[src/bta_pkg.sv]
// Shared types and codes for the block table allocator.
// Holds the request/response transaction structs and the action and status codes.
// No dependencies.
package bta_pkg;

   // Action codes carried by a request transaction
   localparam logic [1:0] ACT_ALLOC = 2'd0;
   localparam logic [1:0] ACT_FREE  = 2'd1;
   localparam logic [1:0] ACT_USAGE = 2'd2;
   localparam logic [1:0] ACT_CLEAR = 2'd3;

   // Status codes carried by a response transaction
   localparam logic [1:0] STS_DONE    = 2'd0;
   localparam logic [1:0] STS_NO_RUN  = 2'd1;
   localparam logic [1:0] STS_ZERO    = 2'd2;
   localparam logic [1:0] STS_OUTSIDE = 2'd3;

   // Usage is reported in whole percent
   localparam int unsigned PERCENT_SCALE = 100;

   // Block count of a request: a 16-bit byte size rounded up can reach 65535
   localparam int unsigned NEED_W = 17;

   typedef struct packed {
      logic [1:0]  action;
      logic [15:0] request_bytes;
      logic [15:0] release_offset;
   } req_type;

   typedef struct packed {
      logic [1:0]  status;
      logic [15:0] grant_offset;
      logic [6:0]  used_percent;
   } rsp_type;

endpackage

[src/block_table_allocator.sv]
// Block table allocator: run-length map, one entry per pool block, walked by a sequencer.
// Depends on bta_pkg. Allocate scans the map down from the top entry until a run fits, then marks
//   each entry of the run; free clears the entries of the run; usage, zero size, oversize and
//   outside offset go straight to the percent step; clear sweeps the whole map first.
// busy drops with the strobe, and a new transaction is taken only once busy is low; the receiver cannot stall.
// Reset holds the map sweep at entry 0; after release busy stays high while it clears the map.
module block_table_allocator #(
   parameter int unsigned TABLE_ENTRIES = 256,
   parameter int unsigned BLOCK_BYTES   = 32
) (
   input  logic             clock,
   input  logic             reset,
   input  logic             start,
   output logic             busy,
   input  bta_pkg::req_type req_data,
   output logic             rsp_strobe,
   output bta_pkg::rsp_type rsp_data
);

   localparam int unsigned ADDR_W     = $clog2(TABLE_ENTRIES);
   localparam int unsigned MAP_W      = $clog2(TABLE_ENTRIES + 1);
   localparam int unsigned RUNB_W     = $clog2(TABLE_ENTRIES * BLOCK_BYTES + 1);
   localparam int unsigned PROD_W     = $clog2(TABLE_ENTRIES * bta_pkg::PERCENT_SCALE + 1);
   localparam int unsigned IDX_SHIFT  = 16 + $clog2(BLOCK_BYTES);
   localparam int unsigned IDX_PROD_W = IDX_SHIFT + 17;
   localparam int unsigned PCT_SHIFT  = PROD_W + $clog2(TABLE_ENTRIES);
   localparam int unsigned RECIP_W    = PROD_W + 1;
   localparam int unsigned PCT_PROD_W = PROD_W + RECIP_W;
   localparam logic [31:0] POOL_BYTES = 32'(TABLE_ENTRIES * BLOCK_BYTES);
   localparam logic [ADDR_W-1:0] LAST_ENTRY = ADDR_W'(TABLE_ENTRIES - 1);
   // Rounded-up reciprocals: exact floor quotients over the full operand range
   localparam logic [16:0] IDX_RECIP = 17'(((64'd1 << IDX_SHIFT) + 64'(BLOCK_BYTES) - 64'd1)
                                          / 64'(BLOCK_BYTES));
   localparam logic [RECIP_W-1:0] PCT_RECIP = RECIP_W'(((64'd1 << PCT_SHIFT)
                                          + 64'(TABLE_ENTRIES) - 64'd1) / 64'(TABLE_ENTRIES));

   typedef enum logic [8:0] {
      ST_IDLE     = 9'b0_0000_0001,
      ST_CLEAR    = 9'b0_0000_0010,
      ST_SCAN     = 9'b0_0000_0100,
      ST_MARK     = 9'b0_0000_1000,
      ST_OFFS_IDX = 9'b0_0001_0000,
      ST_FREE_CHK = 9'b0_0010_0000,
      ST_FREE_CLR = 9'b0_0100_0000,
      ST_PCT_LOAD = 9'b0_1000_0000,
      ST_PCT_MUL  = 9'b1_0000_0000
   } state_type;

   // Control state
   state_type               state_ff,  state_in;
   logic [ADDR_W-1:0]       ptr_ff,    ptr_in;
   logic [ADDR_W-1:0]       scan_ff,   scan_in;
   logic [ADDR_W-1:0]       eval_ff,   eval_in;
   logic                    pend_ff,   pend_in;
   logic                    first_ff,  first_in;
   logic                    clr_rsp_ff, clr_rsp_in;
   logic [MAP_W-1:0]        used_ff,   used_in;
   logic                    rsp_strobe_ff, rsp_strobe_in;

   // Payload state
   logic [MAP_W-1:0]        run_ff,    run_in;
   logic [RUNB_W-1:0]       run_bytes_ff, run_bytes_in;
   logic [MAP_W-1:0]        remain_ff, remain_in;
   logic [ADDR_W-1:0]       base_ff,   base_in;
   logic [MAP_W-1:0]        need_ff,   need_in;
   logic [1:0]              status_ff, status_in;
   logic [15:0]             grant_ff,  grant_in;
   logic [15:0]             bytes_ff,  bytes_in;
   logic [15:0]             offset_ff, offset_in;
   logic [PROD_W-1:0]       pct_num_ff, pct_num_in;
   bta_pkg::rsp_type        rsp_ff,    rsp_in;

   // Map memory
   logic [MAP_W-1:0]        block_map_ff [TABLE_ENTRIES];
   logic [MAP_W-1:0]        map_rd_ff;
   logic [ADDR_W-1:0]       rd_addr;
   logic                    mem_we;
   logic [MAP_W-1:0]        mem_wd;

   // Helpers
   logic [31:0]             grant_full;
   logic [MAP_W-1:0]        run_new;
   logic [RUNB_W-1:0]       run_bytes_new;
   logic                    run_fit;
   logic [MAP_W-1:0]        eff_remain;
   logic [MAP_W-1:0]        left_remain;
   logic [IDX_PROD_W-1:0]   idx_prod;
   logic [PCT_PROD_W-1:0]   pct_prod;

   assign busy       = (state_ff != ST_IDLE);
   assign rsp_strobe = rsp_strobe_ff;
   assign rsp_data   = rsp_ff;

   // Scan bookkeeping: a run fits once its bytes cover the request
   assign run_new       = (map_rd_ff == '0) ? (run_ff + MAP_W'(1)) : '0;
   assign run_bytes_new = (map_rd_ff == '0) ? (run_bytes_ff + RUNB_W'(BLOCK_BYTES)) : '0;
   assign run_fit       = (32'(run_bytes_new) >= 32'(bytes_ff));

   // Offset to block index and used entries to percent by reciprocal multiply
   assign idx_prod = IDX_PROD_W'(offset_ff) * IDX_PROD_W'(IDX_RECIP);
   assign pct_prod = PCT_PROD_W'(pct_num_ff) * PCT_PROD_W'(PCT_RECIP);

   assign grant_full  = 32'(base_ff) * 32'(BLOCK_BYTES);
   assign eff_remain  = first_ff ? map_rd_ff : remain_ff;
   assign left_remain = eff_remain - MAP_W'(1);
   assign rd_addr     = (state_ff == ST_SCAN) ? scan_ff : ptr_ff;

   // Sequencer
   always_comb begin
      state_in      = state_ff;
      ptr_in        = ptr_ff;
      scan_in       = scan_ff;
      eval_in       = eval_ff;
      pend_in       = pend_ff;
      first_in      = first_ff;
      clr_rsp_in    = clr_rsp_ff;
      used_in       = used_ff;
      rsp_strobe_in = 1'b0;
      run_in        = run_ff;
      run_bytes_in  = run_bytes_ff;
      remain_in     = remain_ff;
      base_in       = base_ff;
      need_in       = need_ff;
      status_in     = status_ff;
      grant_in      = grant_ff;
      bytes_in      = bytes_ff;
      offset_in     = offset_ff;
      pct_num_in    = pct_num_ff;
      rsp_in        = rsp_ff;
      mem_we        = 1'b0;
      mem_wd        = '0;

      unique case (state_ff)
         ST_IDLE: begin
            if (start) begin
               status_in = bta_pkg::STS_DONE;
               grant_in  = '0;
               unique case (req_data.action)
                  bta_pkg::ACT_ALLOC: begin
                     if (req_data.request_bytes == '0) begin
                        status_in = bta_pkg::STS_ZERO;
                        state_in  = ST_PCT_LOAD;
                     end else if (32'(req_data.request_bytes) > POOL_BYTES) begin
                        status_in = bta_pkg::STS_NO_RUN;
                        state_in  = ST_PCT_LOAD;
                     end else begin
                        bytes_in     = req_data.request_bytes;
                        scan_in      = LAST_ENTRY;
                        pend_in      = 1'b0;
                        run_in       = '0;
                        run_bytes_in = '0;
                        state_in     = ST_SCAN;
                     end
                  end
                  bta_pkg::ACT_FREE: begin
                     if (32'(req_data.release_offset) >= POOL_BYTES) begin
                        status_in = bta_pkg::STS_OUTSIDE;
                        state_in  = ST_PCT_LOAD;
                     end else begin
                        offset_in = req_data.release_offset;
                        state_in  = ST_OFFS_IDX;
                     end
                  end
                  bta_pkg::ACT_USAGE: begin
                     state_in = ST_PCT_LOAD;
                  end
                  bta_pkg::ACT_CLEAR: begin
                     ptr_in     = '0;
                     used_in    = '0;
                     clr_rsp_in = 1'b1;
                     state_in   = ST_CLEAR;
                  end
               endcase
            end
         end

         // Sweep zeros through the map, one entry a cycle
         ST_CLEAR: begin
            mem_we = 1'b1;
            if (ptr_ff == LAST_ENTRY) begin
               state_in = clr_rsp_ff ? ST_PCT_LOAD : ST_IDLE;
            end else begin
               ptr_in = ptr_ff + ADDR_W'(1);
            end
         end

         // Top-down scan: issue one read, count the entry read last cycle
         ST_SCAN: begin
            scan_in = (scan_ff == '0) ? '0 : (scan_ff - ADDR_W'(1));
            eval_in = scan_ff;
            pend_in = 1'b1;
            if (pend_ff) begin
               run_in       = run_new;
               run_bytes_in = run_bytes_new;
               if (run_fit) begin
                  ptr_in    = eval_ff;
                  base_in   = eval_ff;
                  need_in   = run_new;
                  remain_in = run_new;
                  state_in  = ST_MARK;
               end else if (eval_ff == '0) begin
                  status_in = bta_pkg::STS_NO_RUN;
                  state_in  = ST_PCT_LOAD;
               end
            end
         end

         // Write the run length into every entry of the run
         ST_MARK: begin
            mem_we   = 1'b1;
            mem_wd   = need_ff;
            used_in  = used_ff + MAP_W'(1);
            grant_in = grant_full[15:0];
            if (remain_ff == MAP_W'(1)) begin
               state_in = ST_PCT_LOAD;
            end else begin
               remain_in = remain_ff - MAP_W'(1);
               ptr_in    = ptr_ff + ADDR_W'(1);
            end
         end

         // Offset to block index
         ST_OFFS_IDX: begin
            ptr_in   = idx_prod[IDX_SHIFT +: ADDR_W];
            first_in = 1'b1;
            state_in = ST_FREE_CHK;
         end

         ST_FREE_CHK: begin
            state_in = ST_FREE_CLR;
         end

         // First read gives the count; each step clears one entry
         ST_FREE_CLR: begin
            first_in = 1'b0;
            if (eff_remain == '0) begin
               state_in = ST_PCT_LOAD;
            end else begin
               mem_we    = 1'b1;
               remain_in = left_remain;
               if (map_rd_ff != '0) begin
                  used_in = used_ff - MAP_W'(1);
               end
               if ((left_remain == '0) || (ptr_ff == LAST_ENTRY)) begin
                  state_in = ST_PCT_LOAD;
               end else begin
                  ptr_in   = ptr_ff + ADDR_W'(1);
                  state_in = ST_FREE_CHK;
               end
            end
         end

         // used * 100, then scaled down by the table size
         ST_PCT_LOAD: begin
            pct_num_in = PROD_W'(used_ff) * PROD_W'(bta_pkg::PERCENT_SCALE);
            state_in   = ST_PCT_MUL;
         end

         ST_PCT_MUL: begin
            rsp_in.status       = status_ff;
            rsp_in.grant_offset = grant_ff;
            rsp_in.used_percent = pct_prod[PCT_SHIFT +: 7];
            rsp_strobe_in       = 1'b1;
            state_in            = ST_IDLE;
         end

         default: begin
            state_in = ST_IDLE;
         end
      endcase
   end

   // Control registers
   always_ff @(posedge clock) begin
      if (reset) begin
         state_ff      <= ST_CLEAR;
         ptr_ff        <= '0;
         scan_ff       <= '0;
         eval_ff       <= '0;
         pend_ff       <= 1'b0;
         first_ff      <= 1'b0;
         clr_rsp_ff    <= 1'b0;
         used_ff       <= '0;
         rsp_strobe_ff <= 1'b0;
      end else begin
         state_ff      <= state_in;
         ptr_ff        <= ptr_in;
         scan_ff       <= scan_in;
         eval_ff       <= eval_in;
         pend_ff       <= pend_in;
         first_ff      <= first_in;
         clr_rsp_ff    <= clr_rsp_in;
         used_ff       <= used_in;
         rsp_strobe_ff <= rsp_strobe_in;
      end
   end

   // Payload registers
   always_ff @(posedge clock) begin
      run_ff       <= run_in;
      run_bytes_ff <= run_bytes_in;
      remain_ff    <= remain_in;
      base_ff      <= base_in;
      need_ff      <= need_in;
      status_ff    <= status_in;
      grant_ff     <= grant_in;
      bytes_ff     <= bytes_in;
      offset_ff    <= offset_in;
      pct_num_ff   <= pct_num_in;
      rsp_ff       <= rsp_in;
   end

   // Map memory: one write, one registered read per cycle
   always_ff @(posedge clock) begin
      if (mem_we) begin
         block_map_ff[ptr_ff] <= mem_wd;
      end
      map_rd_ff <= block_map_ff[rd_addr];
   end

endmodule
[config.mk]
export PLATFORM = sky130hd
export DESIGN_NAME = block_table_allocator
export DESIGN_NICKNAME = d
export VERILOG_FILES = /design/src/bta_pkg.sv /design/src/block_table_allocator.sv
export SDC_FILE = /design/constraint.sdc
export NUM_CORES = 2
export LEC_CHECK = 0
export BUFFER_PORTS_ARGS = -buffer_cell sky130_fd_sc_hd__buf_2
export CORE_MARGIN = 1.5
export CORE_UTILIZATION = 35
export DETAILED_ROUTE_END_ITERATION = 8
export GPL_TIMING_DRIVEN = 0
export HOLD_SLACK_MARGIN = 0.15
export PLACE_DENSITY_LB_ADDON = 0.08
export SLEW_MARGIN = 20
export SYNTH_ARGS = -nofsm -noshare
export SYNTH_HDL_FRONTEND = slang
export SYNTH_SLANG_ARGS = --single-unit
[constraint.sdc]
create_clock -name clock -period 7.8 [get_ports clock]
set_input_delay 0 -clock clock [delete_from_list [all_inputs] [get_ports clock]]
set_output_delay 0 -clock clock [all_outputs]
set_load 0.05 [all_outputs]
==> reports/metrics.cfg <==
[drt]
drtAntennaViolNets = 0
wl_per_cell_um = 46.1
wl_met1_um = 207000
met3_length_um = 81000
finalWirelength_um = 551000
top_layer_used = met5
dr_total_vias = 76000
drcViolationCount = 0
drt-initial-drc-count = 15700
vias_per_cell = 6.36
dr.pass1.iters = 8
dr_wl_met2_um = 222000

[sta]
report.final.setup_viol = 0
drv_slew = 0
skew_ns = 0.0665
tightest_slew_ns = 1.42
slew_headroom = 0.0560
rsz0062_at_grt = false
hold_viol_final = 0
max_freq_mhz = 131
fin_crit_sh = 0.977
tns_ns = 0
min_period_ns = 7.62

[global_route]
grtUsageTotal = 0.378
antenna_found_initial = 95
grt_pass1_wl_um = 695000
grt_pass1_vias = 66200
grt-ovfl-total = 0
grt_max_degree = 75

[power]
swShare = 0.345
power_frac_clock = 0.366
power_uw = 35900
p_switching_uw = 12400
p_per_area_nw_per_um2 = 304
peakVddDrop_uv = 194
internal-power_uw = 23500
seqPwrFrac = 0.403
leakagePower_uw = 0.0377
power.share.combinational = 0.232

[worst_setup_path]
slowest_stage = a221oi_1
critPathMaxFanout = 10
crit_chain = nor4_2 -> nand4_1 -> and2_1 -> buf_4 -> buf_4 -> buf_2 -> buf_2 -> nand2_1 -> nand3_1 -> nand4_1 -> nand4_1 -> a221oi_1 -> nand3_1
r2r-start = state_ff[5]
cp_common_cell = nand4_1
rr_endpoint = map_rd_ff[3]
reg2regPathDepth = 13
arrival_ns = 8.21
path_delay_family = simple AND/OR/NAND/NOR gates
cp-start-kind = register
endpoint_kind = register
crit_buf_inv = 4
cp.required_ns = 8.39
critPathKind = register to register
reg2reg_slack_ns = 0.18
crit_path_max_incr_delay_ns = 1.27

[die]
io_pins = 64
dieWidth_um = 534
die_h_um = 534
dieArea_um2 = 285000
start_util = 0.353
core_um2 = 280000
num_rows = 194

[synth]
syn_area_um2 = 98800
ys_warn_count = 0
synth_top_cell_area_share = 0.733
synth_cells = 7371
synth-main-ff-cell = edfxtp_1
synth_edf_count = 2411
synth.avg_cell_area_um2 = 13.4
ys_seq_area_frac = 0.744
synth-seq-cells = 2466
yosys-top-cells-area = edfxtp_1 (73%), nand2_1 (7.1%), nand3_1 (3.3%), mux2i_1 (2.9%), nand4_1 (1.6%)
yosysUniqueCellTypes = 75
async_flop_share = 0
synth_top_area_cell = edfxtp_1

[final_layout]
fin_nets = 8067
syn_to_final_growth_pct = 19.4
mostFrequentLayoutCells = edfxtp_1 (2411), nand2_1 (1871), nand3_1 (660)
utilization = 0.421
drive_gt1_frac = 0.152
final_cells = 12000
final_cell_area_um2 = 118000
layout_commonest_cell = edfxtp_1

[placed_design]
dpl_cell_area_um2 = 108000
hpwlAfterDp_um = 381000
gp_congestion = 1.04
portBuffers = 48
dpl.cell_count = 11300

[job]
cap_violations = 0

[clocking]
cts_sinks = 2466
clk_pin_slew_worst_paths_ns = 0.06
cts_buffer_depth = 4
hold_buffers = 59
cts_resized = 0
htree_levels = 5
cts_made_buffers = 283
clkLatencyLatePin_ns = 0.92
post_cts_buffers = 0
cts_tree = yes
root_buffer = clkbuf_16

[min_path]
hold_class = input pin to register
worstHoldEndpoint = ptr_ff[6]
hold_path.startpoint = reset
hold_depth = 3

[outcome]
status = complete, no violations

## worst max-delay path by stage
stage,startpoint,slack (ns),to,depth (start not counted)
after floorplan,state_ff[8],2.25,block_map_ff[0][0],5
after global placement,state_ff[8],-3.70,block_map_ff[162][6],5
after detailed placement,state_ff[5],1.21,map_rd_ff[3],13
after CTS,state_ff[5],1.20,map_rd_ff[3],13
after global routing,state_ff[5],0.90,map_rd_ff[3],13
final,state_ff[5],0.18,map_rd_ff[3],13
## routing by layer
metal  up-vias  track usage
li1      28700            -
met1     39000        0.492
met2      6786        0.517
met3      1505        0.157
met4        32        0.240
met5         -            0
## Yosys cell counts (60+ instances only)
cell,n
edfxtp_1,2411
nand2_1,1872
nand3_1,661
nor2_1,355
mux2i_1,286
nand4_1,247
clkbuf_1,210
a31oi_1,208
buf_2,186
o22ai_1,102
a21oi_1,99
o21ai_0,75
ha_1,60
## tightest hold or removal path: cells and delay by family
| family | cells | cell delay, ns |
|---|---|---|
| buffers and inverters | 2 | 0.83 |
| AOI/OAI and AO/OA | 1 | 0.30 |
## flip-flops by register name, indices dropped and copies added, names as in the netlist
name	cells
grant_ff	8
first_ff	1
base_ff	8
bytes_ff	16
rsp_strobe	1
need_ff	9
map_rd_ff	9
remain_ff	9
pct_num_ff	7
ptr_ff	8
scan_ff	8
block_map_ff	2304
rsp_data	17
state_ff	9
offset_ff	8
clr_rsp_ff	1
eval_ff	8
run_bytes_ff	14
pend_ff	1
run_ff	9
status_ff	2
used_ff	9
## area by class of cell
type / instances / area [µm²]
buffer: 455 / 2270
antenna: 50 / 125
clock inverter: 146 / 1180
inverter: 51 / 191
tap: 3724 / 4660
clock buffer: 350 / 7520
multi-input combinational: 4406 / 23800
sequential: 2466 / 73500
fill: 25900 / 162000
timing repair buffer: 303 / 4640
## stage by stage
| step | hold slack, ns | worst slack, ns |
|---|---|---|
| after floorplan | 0.0989 | 2.25 |
| after global placement | 0.181 | -3.70 |
| after CTS | 0.255 | 1.20 |
| after global routing | 0.310 | 0.898 |
| after detailed placement | 0.180 | 1.21 |
| final | 0.306 | 0.181 |
## power by group through the flow
stage / sequential (µW) / combinational [µW] / clock, µW
floorplan: 14700 / 2560 / 0
global placement: 14700 / 7050 / 0
detailed placement: 14700 / 7560 / 0
CTS: 14400 / 7600 / 13100
global route: 14400 / 7900 / 13600
finish: 14400 / 8310 / 13100
## kinds of logic after synthesis
group                      Yosys count  synth area share
and+or+nand+nor                   3337             0.147
DFF                               2466             0.744
AOI/OAI and AO/OA                  669            0.0449
buffers and inverters              506            0.0228
muxes                              293            0.0298
adders and majority gates           64           0.00841
xor gates and xnor gates            35           0.00310
other                                1         0.0000380
(Power assumes the default switching activity.)
